==> config.mk <==
export PLATFORM = sky130hd
export DESIGN_NAME = lhg_div_cell
export DESIGN_NICKNAME = d
export VERILOG_FILES = /design/src/lhg_pkg.sv /design/src/lhg_div_cell.sv
export SDC_FILE = /design/constraint.sdc
export NUM_CORES = 1
export LEC_CHECK = 0
export BUFFER_PORTS_ARGS = -buffer_cell sky130_fd_sc_hd__buf_4
export CAP_MARGIN = 20
export CORE_UTILIZATION = 55
export DETAILED_ROUTE_END_ITERATION = 8
export GPL_ROUTABILITY_DRIVEN = 0
export HOLD_SLACK_MARGIN = 0.02
export PLACE_DENSITY = 0.89
export SLEW_MARGIN = 20
export SYNTH_ARGS = -nofsm -noshare
export SYNTH_HDL_FRONTEND = slang
export SYNTH_SLANG_ARGS = --single-unit
==> constraint.sdc <==
create_clock -name clk -period 5.6 [get_ports clk]
set_input_delay 0.56 -clock clk [delete_from_list [all_inputs] [get_ports clk]]
set_output_delay 0.56 -clock clk [all_outputs]
set_load 0.1 [all_outputs]
==> src/lhg_pkg.sv <==
`default_nettype none
// ----------------------------------------------------------------------------
// lhg_pkg
// Types, constants and elaboration-time helpers for the HRAP grid projection.
// ----------------------------------------------------------------------------
package lhg_pkg;

  localparam int CORDIC_STAGES   = 20;
  localparam int ANGLE_FRAC_BITS = 16;

  localparam int LAT_W  = 24;
  localparam int LON_W  = 25;
  localparam int OUT_W  = 21;
  localparam int DEG_W  = 26;
  localparam int ANG_W  = ANGLE_FRAC_BITS + 4;
  localparam int CW     = 34;
  localparam int PROD_W = 2 * CW;
  localparam int REM_W  = 64;
  localparam int DEN_W  = 31;
  localparam int DIV_BITS = 34;
  localparam int QS_W   = DIV_BITS + 1;
  localparam int RE_W   = 29;
  localparam int V_W    = 28;
  localparam int SH_W   = 6;
  localparam int SPLIT  = 18;
  localparam int PP_W   = DEG_W + SPLIT + 1;

  localparam int SH_HALF = 40 + 17 - ANGLE_FRAC_BITS;
  localparam int SH_T    = 40 + 16 - ANGLE_FRAC_BITS;

  localparam logic signed [63:0] DEGRAD_Q40 = 64'sd19190098597;
  localparam logic signed [63:0] PI4_Q62    = 64'sd3622009729038561421;
  localparam logic signed [SPLIT:0] DEGRAD_HI = (SPLIT + 1)'(DEGRAD_Q40 >>> SPLIT);
  localparam logic signed [SPLIT:0] DEGRAD_LO =
    (SPLIT + 1)'(DEGRAD_Q40 & ((64'sd1 <<< SPLIT) - 64'sd1));

  localparam logic signed [CW-1:0]   KINV_Q30 = CW'(64'sd652032874);
  localparam logic signed [RE_W-1:0] RE_Q16   = RE_W'(64'sd163600163);

  localparam logic signed [DEG_W-1:0] DEG75  = DEG_W'(64'sd4915200);
  localparam logic signed [DEG_W-1:0] DEG90  = DEG_W'(64'sd5898240);
  localparam logic signed [DEG_W-1:0] DEG180 = DEG_W'(64'sd11796480);
  localparam logic signed [DEG_W-1:0] DEG360 = DEG_W'(64'sd23592960);

  localparam logic [DIV_BITS-1:0] QLIMIT = DIV_BITS'(64'd1 << 32);
  localparam logic signed [V_W-1:0] OUT_MAX = V_W'(64'sd1048575);
  localparam logic signed [V_W-1:0] OUT_MIN = -V_W'(64'sd1048576);
  localparam logic signed [V_W-1:0] OFF_X   = V_W'(64'sd401 * 256);
  localparam logic signed [V_W-1:0] OFF_Y   = V_W'(64'sd1601 * 256);

  typedef struct packed {
    logic                    valid;
    logic                    pole;
    logic                    neg;
    logic signed [CW-1:0]    xa;
    logic signed [CW-1:0]    ya;
    logic signed [ANG_W-1:0] za;
    logic signed [CW-1:0]    xt;
    logic signed [CW-1:0]    yt;
    logic signed [ANG_W-1:0] zt;
  } cor_t;

  typedef struct packed {
    logic                valid;
    logic                pole;
    logic [DEN_W-1:0]    den;
    logic [REM_W-1:0]    rem_x;
    logic [DIV_BITS-1:0] q_x;
    logic                sgn_x;
    logic                ovf_x;
    logic [REM_W-1:0]    rem_y;
    logic [DIV_BITS-1:0] q_y;
    logic                sgn_y;
    logic                ovf_y;
  } div_t;

  // shift-subtract divide, used only on constants
  function automatic logic [63:0] const_udiv(input logic [63:0] n, input logic [63:0] d);
    logic [64:0] r;
    logic [63:0] q;
    r = '0;
    q = '0;
    for (int b = 63; b >= 0; b--) begin
      r = {r[63:0], n[b]};
      if (r >= {1'b0, d}) begin
        r = r - {1'b0, d};
        q[b] = 1'b1;
      end
    end
    return q;
  endfunction

  // atan(2^-i) in the angle format, from a Q62 series
  function automatic logic signed [ANG_W-1:0] atan_entry(input int i);
    logic signed [63:0] acc;
    logic signed [63:0] term;
    int e;
    acc = '0;
    if (i == 0) begin
      acc = PI4_Q62;
    end else begin
      for (int k = 0; k < 32; k++) begin
        e = i * (2 * k + 1);
        if (e <= 62) begin
          term = signed'(const_udiv(64'd1 << (62 - e), 64'(2 * k + 1)));
          acc = k[0] ? acc - term : acc + term;
        end
      end
    end
    acc = (acc + (64'sd1 <<< (61 - ANGLE_FRAC_BITS))) >>> (62 - ANGLE_FRAC_BITS);
    return acc[ANG_W-1:0];
  endfunction

endpackage
`default_nettype wire

==> src/lhg_div_cell.sv <==
`default_nettype none
// ----------------------------------------------------------------------------
// lhg_div_cell
// One restoring-division quotient bit for both coordinate lanes, registered.
// ----------------------------------------------------------------------------
module lhg_div_cell (
  input  wire logic                     clk,
  input  wire logic                     rst,
  input  wire logic                     en,
  input  wire logic [lhg_pkg::SH_W-1:0] shift,
  input  wire lhg_pkg::div_t            d_in,
  output lhg_pkg::div_t                 d_out
);
  import lhg_pkg::*;

  localparam int EXT_W = REM_W + 2;

  div_t d_next;
  logic [EXT_W-1:0] den_sh;

  always_comb begin
    d_next = d_in;
    den_sh = EXT_W'(d_in.den) << shift;
    if (!d_in.ovf_x && (EXT_W'(d_in.rem_x) >= den_sh)) begin
      d_next.rem_x = REM_W'(EXT_W'(d_in.rem_x) - den_sh);
      d_next.q_x   = d_in.q_x | (DIV_BITS'(1) << shift);
    end
    if (!d_in.ovf_y && (EXT_W'(d_in.rem_y) >= den_sh)) begin
      d_next.rem_y = REM_W'(EXT_W'(d_in.rem_y) - den_sh);
      d_next.q_y   = d_in.q_y | (DIV_BITS'(1) << shift);
    end
  end

  always_ff @(posedge clk) begin
    if (rst) begin
      d_out.valid <= 1'b0;
    end else if (en) begin
      d_out.valid <= d_next.valid;
    end
  end

  always_ff @(posedge clk) begin
    if (en) begin
      d_out.pole  <= d_next.pole;
      d_out.den   <= d_next.den;
      d_out.rem_x <= d_next.rem_x;
      d_out.q_x   <= d_next.q_x;
      d_out.sgn_x <= d_next.sgn_x;
      d_out.ovf_x <= d_next.ovf_x;
      d_out.rem_y <= d_next.rem_y;
      d_out.q_y   <= d_next.q_y;
      d_out.sgn_y <= d_next.sgn_y;
      d_out.ovf_y <= d_next.ovf_y;
    end
  end

`ifndef SYNTHESIS
  a_rem_x_below: assert property (@(posedge clk) disable iff (rst)
    d_out.valid && !d_out.ovf_x |->
      (EXT_W'(d_out.rem_x) < (EXT_W'(d_out.den) << shift)))
    else $error("x remainder not reduced");
  a_rem_y_below: assert property (@(posedge clk) disable iff (rst)
    d_out.valid && !d_out.ovf_y |->
      (EXT_W'(d_out.rem_y) < (EXT_W'(d_out.den) << shift)))
    else $error("y remainder not reduced");
  a_den_pos: assert property (@(posedge clk) disable iff (rst)
    d_out.valid |-> (d_out.den != '0))
    else $error("zero divisor in divider");
`endif

endmodule
`default_nettype wire
# After elaboration in Yosys (flattened, before gate mapping)
# Cells that the tools add are included.
# totals
ff_bits,233
word_cells,25
output_inout_bits,233
# op_classes
magnitude_cmp,2
bitwise_logic,2
n_reduce_logical,4
n_shift,2
n_addsub,2
mux,2
# op_table
cell,n
$mux W98,2
$ge A64 B66 Y1,2
$sub A64 B64 Y64,2
$or A34 B34 Y34,2
$shl A31 B6 Y66,1
$shl A1 B6 Y34 const A,1
$logic_and A1 B1 Y1,2
$logic_not A1 Y1,2

# Logic depth before layout (Yosys ltp)
# Gate-level depths: netlist of run 1.
# logic_depth
ltp_word,4
ltp_mapped,26
mapped_depth_nobuf,20

# Worst setup path after synthesis of run 1
# No wires, ideal clock.
# synth_path
path_kind,input-to-reg
start,in shift[2] (netlist name)
end,"reg d_out[96] (netlist name), data pin"
arrival_time_ns,4.799
path_buffers,2
stages,19
setup_time_ns,0.261
path_slack_ns,0.540
cell_sequence,inv_1 -> clkbuf_1 -> buf_1 -> mux2_2 -> o22ai_1 -> nand2_1 -> o21ai_0 -> nand2b_1 -> ha_1 -> a21o_1 -> a21o_1 -> a2111oi_0 -> nor3_1 -> a211oi_1 -> o31ai_2 -> a31oi_1 -> o211a_1 -> o21ai_0 -> a221o_1
# synth_lines
element,line_no,text
from (decl),lhg_div_cell.sv:10,"input wire logic [lhg_pkg::SH_W-1:0] shift,"
to (decl),lhg_div_cell.sv:12,output lhg_pkg::div_t d_out

==> results of run 1 <==
placed cells by master (no fill, tap or decap), types with 13 or more instances in the layout:
cell	instances
buf_4	633
nand2_1	305
edfxtp_1	232
o21ai_0	201
a21oi_1	157
nor2_1	145
ha_1	128
a21o_1	124
xnor2_1	64
mux2i_1	53
inv_1	50
nand4_1	46
xor2_1	45
mux2_2	35
nor3_1	33
o21bai_1	33
nand2b_1	32
nand3_1	32
clkbuf_16	27
o21ai_1	22
o21a_1	20
a211oi_1	17
and2_1	15
and3_1	15
a31oi_1	15
o31ai_1	15
nor2b_1	14
o211ai_1	13
cell type report:
class                           instances  share of cell area
Antenna cell                            2           0.0002020
Clock buffer                           28             0.02742
Tap cell                              448             0.02263
Sequential cell                       233              0.2820
Timing Repair Buffer                  643              0.1997
Clock inverter                         19            0.007171
Multi-Input combinational cell       1727              0.4533
Inverter                               50            0.007575
worst max-delay path by stage:
| stage | from | end | slack, ns | cells after the start |
|---|---|---|---|---|
| 6_report | shift[0] | d_out[174] | 0.28 | 21 |
| 5_1_grt | shift[0] | d_out[123] | 0.009 | 22 |
| 4_1_cts | shift[0] | d_out[174] | 0.51 | 19 |
| 3_5_place_dp | shift[0] | d_out[123] | -0.03 | 22 |
| 3_3_place_gp | shift[0] | d_out[114] | 0.07 | 22 |
| 2_1_floorplan | shift[2] | d_out[96] | 0.54 | 19 |
through the flow:
stage	hold WS (ns)	worst slack [ns]	instances	util
5_1_grt	0.1538	0.008844	3149	0.7351
2_1_floorplan	0.6324	0.5404	2127	-
3_3_place_gp	0.4752	0.06826	3101	0.7094
3_5_place_dp	0.4903	-0.03445	3101	0.7096
6_report	0.1480	0.2787	3150	0.7352
4_1_cts	0.1313	0.5108	3148	0.7350
kinds of logic (layout without fill, tap and decap cells):
family / after synthesis / in the layout / synth area share
adder cells (fa/ha/maj): 130 / 130 / 0.08662
flip-flops: 233 / 233 / 0.3687
XOR/XNOR: 109 / 109 / 0.05038
multiplexers: 90 / 90 / 0.05117
AND/OR/NAND/NOR: 684 / 684 / 0.1641
buffers and inverters: 167 / 740 / 0.03935
AO/OA/AOI/OAI: 714 / 714 / 0.2397
other: 0 / 2 / 0
metal layers:
metal	vias to the layer above	wire, um	track usage
met5	-	0	0
met4	0	5555	0.2695
met3	403	9730	0.1202
met2	1639	33380	0.6487
met1	9404	25780	0.4846
li1	9019	-	-
where the power goes:
| part | leakage, nW | switching, mW | internal [mW] |
|---|---|---|---|
| sequential | 2.28 | 0.0901 | 2.16 |
| combinational | 8.34 | 2.78 | 1.16 |
| clock | 0.413 | 0.751 | 1.01 |
==> out/results.ini, run 1 <==
[finish]
fin_nets=3053
register_area_um2=6987
fillers=2375
largest_reg_flops=233
area_delta_synth_final_pct=30.73
finish.instance_area_um2=24780
multiInputGateArea_um2=11230
reg_top3=d_out x233
largest-register=d_out
drive_gt1_frac=0.2793

[clocking]
path_clk_slew_ns=0.07
h-tree-depth=1
cts_inserted_buffers=26
tritoncts=built
clockRootBuffer=clkbuf_16
cts_num_sinks=233
cts.repair_timing.setup_buffer_count=0
clk_path_buf_depth=3
cts_resized=0
cts_hold_buf=0
clk_latency_ns=0.56

[critical_path]
cp_max_fo=16
critPathMaxStageDelay_ns=0.43
worst-path-buf-inv=4
cp.required_ns=5.90
r2r_cells=2
worst_setup_path_start_kind=input pin
rr_startpoint=d_out[232]
critPathTopFamily=compound AO/OA/AOI/OAI gates
critPathKind=in2reg
slowest_stage=a21bo_1
regToRegSetupSlack_ns=5.02
worstPathArrival_ns=5.62
endpoint_kind=flip-flop
path_cells=buf_4, buf_4, mux2i_1, nand2_1, o21ai_0, mux2i_1, mux2i_1, o21ai_0, buf_4, a22oi_1, buf_4, ha_1, and2_1, nand3_1, nor3_1, nand2_1, nor4_1, a31oi_1, a211o_1, a21bo_1, mux2_2
r2r-end=d_out[232]
critical_path.most_common_cell=buf_4

[worst_hold_path]
hold_class=in2reg
min_to=d_out[232]
whs_path_depth=2
hp-start=rst

[global_route]
track_usage=0.4098
grt_pass1_wl_um=112000
grt_pass1_vias=19900
grt_antenna_before_repair=2
grt_overflow=0
grt_max_degree=142

[synthesis]
yosysTopAreaCell=edfxtp_1
ys_types=79
synthTopCellsByArea=edfxtp_1 (37%), ha_1 (8.5%), nand2_1 (6.0%), o21ai_0 (5.3%), a21o_1 (4.9%)
syn_inst=2127
syn-cell-area_um2=18950
syn_nets=2499
yosysMostFrequentCell=nand2_1
avgSynthCellArea_um2=8.910
synthFlopType=edfxtp_1
synth-seq-cells=233
synthArstFlopShare=0
ys_seq_area_frac=0.3687
synth-edff-count=232
yosysWarnings=0
synthTopCellsByCount=nand2_1 (305), edfxtp_1 (232), o21ai_0 (201)
synthDominantCellAreaShare=0.3676

[run_status]
status=finished, final reports clean

[drt]
route.detailed.drc=0
drt-initial-drc-count=2539
totalWireLength_um=74450
ant_nets=0
first_pass_iters=6
vias=20465
wl_per_cell_um=23.63
vias_per_cell=6.497

[floorplanning]
initial_utilization=0.5623
ios=475
rows=67
die_h_um=187.6
die_w_um=187.6
die_area_um2=35200
core-area_um2=33700

[sta]
setup_tns_ns=0
post-route-period-util=0.9502
finalSetupViolCount=0
slew_viol_final=0
fmax_mhz=187.9
finalCriticalPeriod_ns=5.321
rsz0062_at_grt=no
worstMarginPinSlew_ns=1.008
hold_viol=0
max-slew-margin-rel=0.3219
skew_ns=0

[power]
p_per_area_nw_per_um2=321.2
total_leakage_power_nw=11.03
power_mw=7.957
ir_drop_uv=278.7

[place]
dp_hpwl_um=58050
dpl-instance-area_um2=23910
numPortBuffers=474

[run]
cap_viol_max_count=0

Power figures use the tool's default switching activity.
==> run 2: changes to the inputs <==
--- a/config.mk
+++ b/config.mk
@@ -12,6 +12,7 @@
 export GPL_ROUTABILITY_DRIVEN = 0
 export HOLD_SLACK_MARGIN = 0.02
 export PLACE_DENSITY = 0.89
+export REMOVE_ABC_BUFFERS = 1
 export SLEW_MARGIN = 20
 export SYNTH_ARGS = -nofsm -noshare
 export SYNTH_HDL_FRONTEND = slang
==> out/results.ini, run 2 (same netlist as run 1, synthesis figures left out) <==
[run_status]
status=finished, final reports clean

[sta]
worstMarginPinSlew_ns=0.8496
fmax_mhz=184.1
hold_viol=0
finalCriticalPeriod_ns=5.432
slew_viol_final=0
skew_ns=0
finalSetupViolCount=0
rsz0062_at_grt=no
post-route-period-util=0.9699
max-slew-margin-rel=0.4336

[clocking]
cts_inserted_buffers=26
tritoncts=built
cts_hold_buf=0
h-tree-depth=1
path_clk_slew_ns=0.06
clockRootBuffer=clkbuf_16
clk_latency_ns=0.56
clk_path_buf_depth=3
cts.repair_timing.setup_buffer_count=0
cts_num_sinks=233
cts_resized=0

[critical_path]
cp_max_fo=14
worstPathArrival_ns=5.75
critPathKind=in2reg
endpoint_kind=flip-flop
cp.required_ns=5.92
critical_path.most_common_cell=buf_4
path_cells=buf_4, buf_12, mux2_2, mux2i_1, nor2_1, nor2_1, o32ai_1, buf_4, a221oi_1, buf_4, ha_1, a21oi_1, o21ai_0, a211oi_1, o221ai_1, nand2_1, a21oi_1, or2_2, a31oi_4, buf_4, buf_4, nor2_1, a221o_1
critPathMaxStageDelay_ns=0.53
slowest_stage=a221oi_1
worst_setup_path_start_kind=input pin

[finish]
largest_reg_flops=233
fillers=2358
fin_cells=3166
finish.instance_area_um2=24910
mostFrequentLayoutCells=buf_4 (647), nand2_1 (305), edfxtp_1 (232)
area_delta_synth_final_pct=31.45
drive_gt1_frac=0.2821
fin_nets=3068
layout_commonest_cell=buf_4
reg_top3=d_out x233
largest-register=d_out

[drt]
vias=20229
totalWireLength_um=72830
ant_nets=0
route.detailed.drc=0
wl_per_cell_um=23.00
drt-initial-drc-count=2485
vias_per_cell=6.389
first_pass_iters=6

[place]
dp_hpwl_um=56400
dp_cells=3113
dpl-instance-area_um2=24000
numPortBuffers=474

[floorplanning]
die_h_um=187.6
die_w_um=187.6
ios=475
rows=67
die_area_um2=35200
initial_utilization=0.5623
core-area_um2=33700

[global_route]
track_usage=0.3953
grt_pass1_vias=19159
grt_overflow=0
grt_antenna_before_repair=2
grt_max_degree=141
grt_pass1_wl_um=108200

[power]
p_per_area_nw_per_um2=320.7
ir_drop_uv=254.1
total_leakage_power_nw=11.12

[run]
cap_viol_max_count=0

[worst_hold_path]
hold_class=in2reg

[run 2: changes by cell type in the layout (fill, tap and decap cells not counted), moves of 2 or more]
cell,previous run,this run
clkinv_2,6,4
inv_6,1,3
clkinvlp_4,4,1
buf_4,633,647
clkinv_1,5,7
[run 2: path summary, 6_finish.rpt]
path         startpoint         end  cells after the start  slack (ns)
min reg2reg  d_out[232]  d_out[232]                      2        0.50
max reg2reg  d_out[232]  d_out[232]                      2        5.02
min                 rst  d_out[232]                      2        0.14
max            shift[0]   d_out[94]                     23        0.17
[run 2: final cells by class]
type / count / area [um^2] / area share
sequential: 233 / 6987 / 0.2805
multi-input combinational: 1727 / 11230 / 0.4506
timing repair buffer: 658 / 5072 / 0.2036
clock buffer: 27 / 654.4 / 0.02627
antenna: 3 / 7.507 / 0.0003014
clock inverter: 20 / 216.5 / 0.008689
inverter: 50 / 187.7 / 0.007534
tap: 448 / 560.5 / 0.02250
[run 2: power by group]
part	internal [mW]	total [mW]	switching [mW]
registers	2.16	2.24	0.0825
logic	1.17	3.95	2.78
clock network	1.04	1.80	0.766
[run 2: stage by stage]
step             util  power [mW]  hold slack, ns  TNS (ns)  worst slack, ns
2_1_floorplan       -       4.915          0.6324   -134.35           -1.523
3_3_place_gp   0.7121       6.018          0.4763  -0.01332         -0.01332
3_5_place_dp   0.7121       6.086          0.4874    -5.165          -0.1679
4_1_cts        0.7380       7.891          0.1285         0           0.3712
5_1_grt        0.7391       8.223          0.1289         0          0.02897
6_report       0.7392       7.990          0.1396         0           0.1684
[run 2: layer usage]
layer / GRT usage / share of wire / vias to the layer above
li1: - / - / 9045
met1: 0.4668 / 0.35 / 9190
met2: 0.6420 / 0.46 / 1624
met3: 0.1031 / 0.13 / 370
met4: 0.2473 / 0.071 / 0
met5: 0 / 0 / -
[run 2: critical path: cells and delay by family]
kind                     cells  cell delay [ns]
AND/OR/NAND/NOR              5             0.74
adder cells (fa/ha/maj)      1             0.31
buffers and inverters        6             1.15
multiplexers                 2             0.65
AO/OA/AOI/OAI                9             2.32
