**src/lhg_pkg.sv**
```systemverilog
`default_nettype none
// ----------------------------------------------------------------------------
// lhg_pkg
// Types, constants and elaboration-time helpers for the HRAP grid projection.
// ----------------------------------------------------------------------------
package lhg_pkg;

  localparam int CORDIC_STAGES   = 20;
  localparam int ANGLE_FRAC_BITS = 16;

  localparam int LAT_W  = 24;
  localparam int LON_W  = 25;
  localparam int OUT_W  = 21;
  localparam int DEG_W  = 26;
  localparam int ANG_W  = ANGLE_FRAC_BITS + 4;
  localparam int CW     = 34;
  localparam int PROD_W = 2 * CW;
  localparam int REM_W  = 64;
  localparam int DEN_W  = 31;
  localparam int DIV_BITS = 34;
  localparam int QS_W   = DIV_BITS + 1;
  localparam int RE_W   = 29;
  localparam int V_W    = 28;
  localparam int SH_W   = 6;
  localparam int SPLIT  = 18;
  localparam int PP_W   = DEG_W + SPLIT + 1;

  localparam int SH_HALF = 40 + 17 - ANGLE_FRAC_BITS;
  localparam int SH_T    = 40 + 16 - ANGLE_FRAC_BITS;

  localparam logic signed [63:0] DEGRAD_Q40 = 64'sd19190098597;
  localparam logic signed [63:0] PI4_Q62    = 64'sd3622009729038561421;
  localparam logic signed [SPLIT:0] DEGRAD_HI = (SPLIT + 1)'(DEGRAD_Q40 >>> SPLIT);
  localparam logic signed [SPLIT:0] DEGRAD_LO =
    (SPLIT + 1)'(DEGRAD_Q40 & ((64'sd1 <<< SPLIT) - 64'sd1));

  localparam logic signed [CW-1:0]   KINV_Q30 = CW'(64'sd652032874);
  localparam logic signed [RE_W-1:0] RE_Q16   = RE_W'(64'sd163600163);

  localparam logic signed [DEG_W-1:0] DEG75  = DEG_W'(64'sd4915200);
  localparam logic signed [DEG_W-1:0] DEG90  = DEG_W'(64'sd5898240);
  localparam logic signed [DEG_W-1:0] DEG180 = DEG_W'(64'sd11796480);
  localparam logic signed [DEG_W-1:0] DEG360 = DEG_W'(64'sd23592960);

  localparam logic [DIV_BITS-1:0] QLIMIT = DIV_BITS'(64'd1 << 32);
  localparam logic signed [V_W-1:0] OUT_MAX = V_W'(64'sd1048575);
  localparam logic signed [V_W-1:0] OUT_MIN = -V_W'(64'sd1048576);
  localparam logic signed [V_W-1:0] OFF_X   = V_W'(64'sd401 * 256);
  localparam logic signed [V_W-1:0] OFF_Y   = V_W'(64'sd1601 * 256);

  typedef struct packed {
    logic                    valid;
    logic                    pole;
    logic                    neg;
    logic signed [CW-1:0]    xa;
    logic signed [CW-1:0]    ya;
    logic signed [ANG_W-1:0] za;
    logic signed [CW-1:0]    xt;
    logic signed [CW-1:0]    yt;
    logic signed [ANG_W-1:0] zt;
  } cor_t;

  typedef struct packed {
    logic                valid;
    logic                pole;
    logic [DEN_W-1:0]    den;
    logic [REM_W-1:0]    rem_x;
    logic [DIV_BITS-1:0] q_x;
    logic                sgn_x;
    logic                ovf_x;
    logic [REM_W-1:0]    rem_y;
    logic [DIV_BITS-1:0] q_y;
    logic                sgn_y;
    logic                ovf_y;
  } div_t;

  // shift-subtract divide, used only on constants
  function automatic logic [63:0] const_udiv(input logic [63:0] n, input logic [63:0] d);
    logic [64:0] r;
    logic [63:0] q;
    r = '0;
    q = '0;
    for (int b = 63; b >= 0; b--) begin
      r = {r[63:0], n[b]};
      if (r >= {1'b0, d}) begin
        r = r - {1'b0, d};
        q[b] = 1'b1;
      end
    end
    return q;
  endfunction

  // atan(2^-i) in the angle format, from a Q62 series
  function automatic logic signed [ANG_W-1:0] atan_entry(input int i);
    logic signed [63:0] acc;
    logic signed [63:0] term;
    int e;
    acc = '0;
    if (i == 0) begin
      acc = PI4_Q62;
    end else begin
      for (int k = 0; k < 32; k++) begin
        e = i * (2 * k + 1);
        if (e <= 62) begin
          term = signed'(const_udiv(64'd1 << (62 - e), 64'(2 * k + 1)));
          acc = k[0] ? acc - term : acc + term;
        end
      end
    end
    acc = (acc + (64'sd1 <<< (61 - ANGLE_FRAC_BITS))) >>> (62 - ANGLE_FRAC_BITS);
    return acc[ANG_W-1:0];
  endfunction

endpackage
`default_nettype wire

```
**src/lhg_cordic_cell.sv**
```systemverilog
`default_nettype none
// ----------------------------------------------------------------------------
// lhg_cordic_cell
// One rotation-mode CORDIC iteration for both angles, registered.
// ----------------------------------------------------------------------------
module lhg_cordic_cell (
  input  wire logic                            clk,
  input  wire logic                            rst,
  input  wire logic                            en,
  input  wire logic [lhg_pkg::SH_W-1:0]        shift,
  input  wire logic signed [lhg_pkg::ANG_W-1:0] atan,
  input  wire lhg_pkg::cor_t                   d_in,
  output lhg_pkg::cor_t                        d_out
);
  import lhg_pkg::*;

  cor_t d_next;

  always_comb begin
    d_next = d_in;
    if (d_in.za >= 0) begin
      d_next.xa = d_in.xa - (d_in.ya >>> shift);
      d_next.ya = d_in.ya + (d_in.xa >>> shift);
      d_next.za = d_in.za - atan;
    end else begin
      d_next.xa = d_in.xa + (d_in.ya >>> shift);
      d_next.ya = d_in.ya - (d_in.xa >>> shift);
      d_next.za = d_in.za + atan;
    end
    if (d_in.zt >= 0) begin
      d_next.xt = d_in.xt - (d_in.yt >>> shift);
      d_next.yt = d_in.yt + (d_in.xt >>> shift);
      d_next.zt = d_in.zt - atan;
    end else begin
      d_next.xt = d_in.xt + (d_in.yt >>> shift);
      d_next.yt = d_in.yt - (d_in.xt >>> shift);
      d_next.zt = d_in.zt + atan;
    end
  end

  always_ff @(posedge clk) begin
    if (rst) begin
      d_out.valid <= 1'b0;
    end else if (en) begin
      d_out.valid <= d_next.valid;
    end
  end

  always_ff @(posedge clk) begin
    if (en) begin
      d_out.pole <= d_next.pole;
      d_out.neg  <= d_next.neg;
      d_out.xa   <= d_next.xa;
      d_out.ya   <= d_next.ya;
      d_out.za   <= d_next.za;
      d_out.xt   <= d_next.xt;
      d_out.yt   <= d_next.yt;
      d_out.zt   <= d_next.zt;
    end
  end

endmodule
`default_nettype wire

```
**config.mk**
```make
export PLATFORM = sky130hd
export DESIGN_NAME = lhg_cordic_cell
export DESIGN_NICKNAME = d
export VERILOG_FILES = /design/src/lhg_pkg.sv /design/src/lhg_cordic_cell.sv
export SDC_FILE = /design/constraint.sdc
export NUM_CORES = 1
export LEC_CHECK = 0
export BUFFER_PORTS_ARGS = -buffer_cell sky130_fd_sc_hd__buf_2
export CAP_MARGIN = 20
export CORE_MARGIN = 4
export CORE_UTILIZATION = 40
export DETAILED_ROUTE_END_ITERATION = 6
export GPL_TIMING_DRIVEN = 0
export SYNTH_ARGS = -nofsm -noshare
export SYNTH_HDL_FRONTEND = slang
export SYNTH_SLANG_ARGS = --single-unit
```
**constraint.sdc**
```tcl
create_clock -name clk -period 5.6 [get_ports clk]
set_input_delay 0.28 -clock clk [delete_from_list [all_inputs] [get_ports clk]]
set_output_delay 0.28 -clock clk [all_outputs]
set_load 0.05 [all_outputs]
```
Yosys cells after proc, flatten, opt, wreduce, memory -nomap -nowiden:

Cells that the tools add are included.

* $add $sub $neg: 12
* shifts and indexed selects: 4
* mux-type cells: 2
* order comparisons: 2

Operator list (number)
* $mux W88: 2
* $add A34 B34 Y34: 4
* $sshr A34 B6 Y34: 4
* $sub A34 B34 Y34: 4
* $add A20 B20 Y20: 2
* $ge A20 B1 Y1 const B: 2
* $sub A20 B20 Y20: 2

* bits in registers: 179
* logic and storage cells: 29
* input bits: 208
* output and inout bits: 179

Depth between registers and ports, before layout:

Gate-level depths: netlist of the first run.

* word-level depth: 3
* depth in mapped cells: 28
* mapped depth without buffers: 22

Worst setup path before layout of the first run:

OpenSTA, ideal clock, no wires.

* kind: input-to-reg
* from: input shift[1] in the netlist's numbering
* to: register d_out[86] in the netlist's numbering (data pin)
* stages: 24
* setup time: 0.261 ns
* data arrival time: 5.579 ns
* buffers on the path: 5
* path slack: -0.240 ns
* data required time: 5.339 ns
* cells stage by stage: buf_6 -> buf_2 -> buf_4 -> buf_2 -> mux2i_1 -> o22ai_1 -> nor2_1 -> a21oi_1 -> a221oi_1 -> ha_1 -> nand4_4 -> or4_4 -> or3_1 -> buf_6 -> o31ai_1 -> xor2_1 -> ha_1 -> a21o_1 -> a21oi_1 -> nor3b_1 -> a21boi_0 -> a41oi_1 -> nor3_1 -> a311o_1

RTL lines
* from (decl): RTL line lhg_cordic_cell.sv:10 `input wire logic [lhg_pkg::SH_W-1:0] shift,`
* to (decl): RTL line lhg_cordic_cell.sv:13 `output lhg_pkg::cor_t d_out`

==> results of run 1 <==
timing repair:
| action | in CTS | in global routing |
|---|---|---|
| buffers inserted | 80 | 131 |
| cloned | 0 | 2 |
| pin swaps | 44 | 91 |
| hold endpoints to repair | 3 | 0 |
| hold buffers | 4 | 0 |
| endpoints found under the setup margin | 100 | 41 |
| resized for setup | 315 | 228 |
synthesized netlist by cell type (64+ instances only):
master,n,area [um2]
nand2_1,260,976
nor2_1,191,717
a21oi_1,188,941
edfxtp_1,178,5350
ha_1,175,2190
xnor2_1,175,1530
mux4_2,156,3510
o21ai_0,156,781
mux2i_1,140,1400
xor2_1,132,1160
inv_1,86,323
a21o_1,68,510
clkbuf_1,66,248
nand3_1,64,320
critical path, delay by kind of cell:
| kind | cells | cell delay, ns |
|---|---|---|
| and+or+nand+nor | 6 | 1.59 |
| AOI/OAI and AO/OA | 8 | 1.93 |
| adders and majority gates | 2 | 0.56 |
| xor gates and xnor gates | 2 | 0.28 |
| buffers and inverters | 4 | 1.17 |
how the worst min path moves through the flow:
stage / from / cells past startpoint / end / slack, ns
6_report: d_in[89] / 2 / d_out[89] / 0.14
4_1_cts: d_in[20] / 2 / d_out[20] / 0.11
3_5_place_dp: rst / 2 / d_out[178] / 0.44
2_1_floorplan: rst / 1 / d_out[178] / 0.35
5_1_grt: d_in[108] / 2 / d_out[108] / 0.13
3_3_place_gp: rst / 2 / d_out[178] / 0.44
metal layers:
metal	part of all wire, %	vias up	wire length [um]	global-route usage [%]
met1	40	14310	57700	52.3
met2	42	2176	60900	57.2
met3	13	420	19100	12.9
met5	0.010	-	15	0
li1	-	12430	-	-
met4	5.2	2	7620	16.2
metrics by stage:
stage / hold WS [ns] / worst slack (ns) / power [W]
after global routing: 0.129 / -0.0638 / 0.00968
after detailed placement: 0.444 / -3.22 / 0.00734
after global placement: 0.438 / -3.78 / 0.00734
after CTS: 0.109 / -0.0434 / 0.00889
after floorplan: 0.352 / -0.0529 / 0.00582
final: 0.137 / -0.00266 / 0.00927
power breakdown:
| group | switching [W] | internal (W) | leakage (nW) |
|---|---|---|---|
| combinational | 0.00390 | 0.00206 | 12.2 |
| sequential | 0.0000877 | 0.00197 | 1.75 |
| clock | 0.000663 | 0.000591 | 0.281 |
| total | 0.00465 | 0.00462 | 14.3 |
kinds of logic (layout without fill, tap and decap cells):
group,Yosys count,count (layout)
buffers and inverters,251,888
DFF,179,179
muxes,354,354
AOI/OAI and AO/OA,814,814
xor gates and xnor gates,307,307
and+or+nand+nor,820,820
other,0,3
adders and majority gates,181,181
layout make-up:
class                      instances  area (um2)  area share, %
tap                              864        1080           3.13
sequential                       179        5370           15.5
inverter                          90         343          0.993
buffer                           155        1750           5.08
timing repair buffer             611        3970           11.5
clock inverter                    14         136          0.395
antenna                            3        7.51         0.0218
clock buffer                      18         429           1.24
multi-input combinational       2476       21400           62.1
==> flow_summary.ini, run 1 <==
[status]
outcome = finished with violations
violations = setup timing

[cells_and_area]
regMostFlops = d_out
layout.cells.most_common_list = buf_2, nand2_1, buf_4, nor2_1, edfxtp_1
fillers = 6216
stdcell_area_mm2 = 0.0345
fin_nets = 3919
largest_register_ffs = 179
final_common_cell = buf_2
syn_to_final_growth_pct = 29.5
postLayoutCoreUtil_pct = 52.4
fin_cells = 4410
drive_gt1_share_pct = 33.9
top_regs = d_out (179)

[grt]
grt_use_total_pct = 38.8
antenna_found_initial = 2
grt_pass1_wl_mm = 200
grt_max_degree = 100
grt_pass1_vias = 27252
gr-total-overflow = 0

[setup_path]
critPathCaptureType = flop
r2r-end = d_out[178]
critPathLaunch = shift[4]
regToRegSetupSlack_ns = 4.45
cp-endpoint = d_out[141]
cp.required_ns = 5.85
cp_slowest_cell = or3_4
max_stage_delay_ns = 0.47
crit_chain = buf_2 -> clkbuf_2 -> buf_4 -> clkbuf_4 -> nor3_1 -> o21ai_1 -> o221ai_2 -> nor2_2 -> ha_4 -> nand3_4 -> or3_4 -> or3_1 -> o31ai_2 -> xor2_1 -> ha_1 -> and3_2 -> o311a_1 -> o21a_4 -> a31oi_4 -> o41ai_1 -> a21oi_1 -> xnor2_1
start_kind = input pin
crit_type = input pin to flop
reg2reg_from = d_out[178]
cp_max_fo = 10
rr_worst_depth = 3
critPathArrivalTime_ns = 5.85

[synth]
ys_ff_latch = 179
synth_edf_count = 178
syn-num-nets = 3295
yosys.area_share.simple_pct = 15.2
synth_cell_types = 110
synth_top_family_by_area = multiplexers
synth.avg_cell_area_um2 = 9.17
synth_cells = 2906
yosysSeqAreaShare_pct = 20.1
ys_warn_count = 0
async_flop_share_pct = 0
synth-compound-area-share_pct = 20.4
yosys.area_share.xor_xnor_pct = 10.1
netlist_area_mm2 = 0.0267
synthMuxAreaShare_pct = 21.0
synth_fa_ha_area_share_pct = 8.66
synth_ff_type = edfxtp_1

[timing]
setup_viol = 1
skew_ns = 0
fin_ws_ns = -0.00266
finalSetupTns_ns = -0.00266
drv_slew = 0
fmaxAchievable_mhz = 178
worst-slew-pin-transition_ns = 1.25
rsz0062_at_grt = yes
final-hold-violation-count = 0
relSlewSlack_pct = 16.6
post-route-period-util_pct = 100
period_minus_slack_ns = 5.60

[floorplanning]
ios = 387
initial_utilization_pct = 40.5
die_h_um = 266
core_area_mm2 = 0.0659
chipWidth_um = 266
dieArea_mm2 = 0.0708
std_cell_rows = 94

[drt]
drt-initial-drc-count = 3984
wl_per_cell_um = 33.0
drc = 0
routed_wl_mm = 145
vias = 29338
dr.pass1.iters = 6
viasPerCell = 6.65
detail-route-antenna-nets = 0

[clock_tree]
insertion_delay_ns = 0.50
htreeDepth = 4
cts_tree = built
cts_root_buffer = clkbuf_16
cts_buffers = 17
clockBufferDepth = 2
cts.sinks = 179
path_clk_slew_ns = 0.08

[job]
maxCapViolCount = 0

[placed_design]
gp_congestion = 1.07
port_buffers = 378
dpl-instance-area_mm2 = 0.0299
hpwlAfterDp_mm = 113
dp.cells = 4163

[worst_hold_path]
min_path_type = input pin to flop

[power_and_ir_drop]
vdd_drop_max_mv = 0.241
power_density_mw_per_mm2 = 269
p_leak_nw = 14.3
Note: power is estimated with default switching activity, not from simulation.
==> run 2, diff against run 1 <==
Clock period 5.6 ns to 7.05 ns, I/O delays scaled along.
==> flow_summary.ini, run 2 (synthesis gave the netlist of run 1 again) <==
[status]
outcome = finished with violations
violations = DRC

[clock_tree]
insertion_delay_ns = 0.51
cts_tree = built
cts.sinks = 179
cts_buffers = 17
clockBufferDepth = 2
htreeDepth = 4
path_clk_slew_ns = 0.08
cts_root_buffer = clkbuf_16

[cells_and_area]
syn_to_final_growth_pct = 14.9
regMostFlops = d_out
layout.cells.most_common_list = buf_2, nand2_1, nor2_1, a21oi_1, edfxtp_1
largest_register_ffs = 179
fillers = 6562
fin_cells = 4196
fin_nets = 3705
final_common_cell = buf_2
top_regs = d_out (179)
drive_gt1_share_pct = 23.7

[floorplanning]
die_h_um = 266
dieArea_mm2 = 0.0708
std_cell_rows = 94
chipWidth_um = 266
core_area_mm2 = 0.0659
initial_utilization_pct = 40.5
ios = 387

[drt]
wl_per_cell_um = 33.3
dr.pass1.iters = 7
viasPerCell = 6.68
detail-route-antenna-nets = 0
routed_wl_mm = 140
drc = 1
drt-initial-drc-count = 3863
vias = 28034

[setup_path]
cp.required_ns = 7.32
worst-path-stages = 25
regToRegSetupSlack_ns = 6.47
cp_slowest_cell = a2111o_1
max_stage_delay_ns = 0.61
critPathArrivalTime_ns = 7.21
r2r-end = d_out[178]
critPathCaptureType = flop
cp_num_buf_inv = 5
rr_worst_depth = 2
cp_max_fo = 10
start_kind = input pin
reg2reg_from = d_out[178]
crit_type = input pin to flop
path_delay_family = compound AO/OA/AOI/OAI gates

[timing]
post-route-period-util_pct = 98.5
rsz0062_at_grt = no
worst-slew-pin-transition_ns = 1.26
setup_viol = 0
drv_slew = 0
fmaxAchievable_mhz = 144
skew_ns = 0
finalSetupTns_ns = 0
period_minus_slack_ns = 6.95
relSlewSlack_pct = 15.8
final-hold-violation-count = 0
fin_ws_ns = 0.103

[power_and_ir_drop]
power_density_mw_per_mm2 = 226
p_leak_nw = 12.5
vdd_drop_max_mv = 0.185
fin_total_pwr_w = 0.00693

[grt]
grt_use_total_pct = 38.0
gr-total-overflow = 0
antenna_found_initial = 4
grt_pass1_vias = 26517
grt_pass1_wl_mm = 195
grt_max_degree = 104

[placed_design]
hpwlAfterDp_mm = 110
dp.cells = 4158
pre_cts_ws_ns = -1.81
gp_congestion = 1.11
port_buffers = 378

[worst_hold_path]
min_from = d_in[178]
holdPathStages = 3
min_path_type = input pin to flop
min_to = d_out[178]

[job]
maxCapViolCount = 0
run 2: cell types whose count changed in the layout (fill, tap and decap cells not counted), moves of 13 or more:
cell | previous run | this run
mux2i_1 | 124 | 139
a21oi_1 | 165 | 186
buf_4 | 213 | 25
buf_12 | 35 | 1
buf_2 | 383 | 401
o21ai_0 | 135 | 154
buf_16 | 22 | 2
a21oi_2 | 20 | 4
clkbuf_1 | 33 | 56
buf_8 | 16 | 3
run 2: repair_timing:
item,in CTS,in global routing
gates resized for setup,38,36
hold buffers,3,0
setup endpoints to repair,42,30
setup buffers,0,1
pin swaps,0,1
endpoints found under the hold margin,3,0
run 2: report_power, final:
group	total (W)	switching (W)	internal, W
logic	0.00427	0.00292	0.00135
clock network	0.00102	0.000543	0.000481
registers	0.00163	0.0000687	0.00156
total	0.00693	0.00353	0.00339
run 2: tightest hold or removal path: cells and delay by family:
family / cells / cell delay, ns
buffers and inverters: 1 / 0.07
muxes: 1 / 0.06
and+or+nand+nor: 1 / 0.07
run 2: layout make-up:
class                           instances  area [um2]  share of cell area, %
Inverter                               90         338                   1.10
Multi-Input combinational cell       2476       20200                   65.9
Buffer                                159         977                   3.19
Tap cell                              864        1080                   3.53
Clock buffer                           19         443                   1.45
Clock inverter                         13         138                  0.450
Antenna cell                            3        7.51                 0.0245
Timing Repair Buffer                  393        2090                   6.81
Sequential cell                       179        5370                   17.5
run 2: worst max path at each step:
stage                 to  slack, ns      from
6_report       d_out[52]       0.10  shift[2]
3_5_place_dp   d_out[52]      -1.81  shift[4]
2_1_floorplan  d_out[86]       1.14  shift[1]
4_1_cts        d_out[86]       0.02  shift[2]
5_1_grt        d_out[53]       0.01  shift[1]
3_3_place_gp   d_out[53]      -1.86  shift[4]
run 2: layer usage:
metal	GRT usage [%]	part of all wire, %	vias to the layer above	wire length, um
li1	-	-	11969	-
met1	50.0	40	13654	56300
met2	55.1	41	2015	57900
met3	15.5	13	390	18800
met4	16.1	4.7	6	6530
met5	0	0.030	-	42
run 2: metrics by stage:
| stage | hold WS [ns] | utilization (%) | area [um2] |
|---|---|---|---|
| after global routing | 0.0774 | 46.5 | 30600 |
| after global placement | 0.474 | 45.0 | 29600 |
| after CTS | 0.0460 | 46.3 | 30500 |
| after detailed placement | 0.476 | 45.2 | 29800 |
| after floorplan | 0.425 | - | 26700 |
| final | 0.0729 | 46.5 | 30600 |
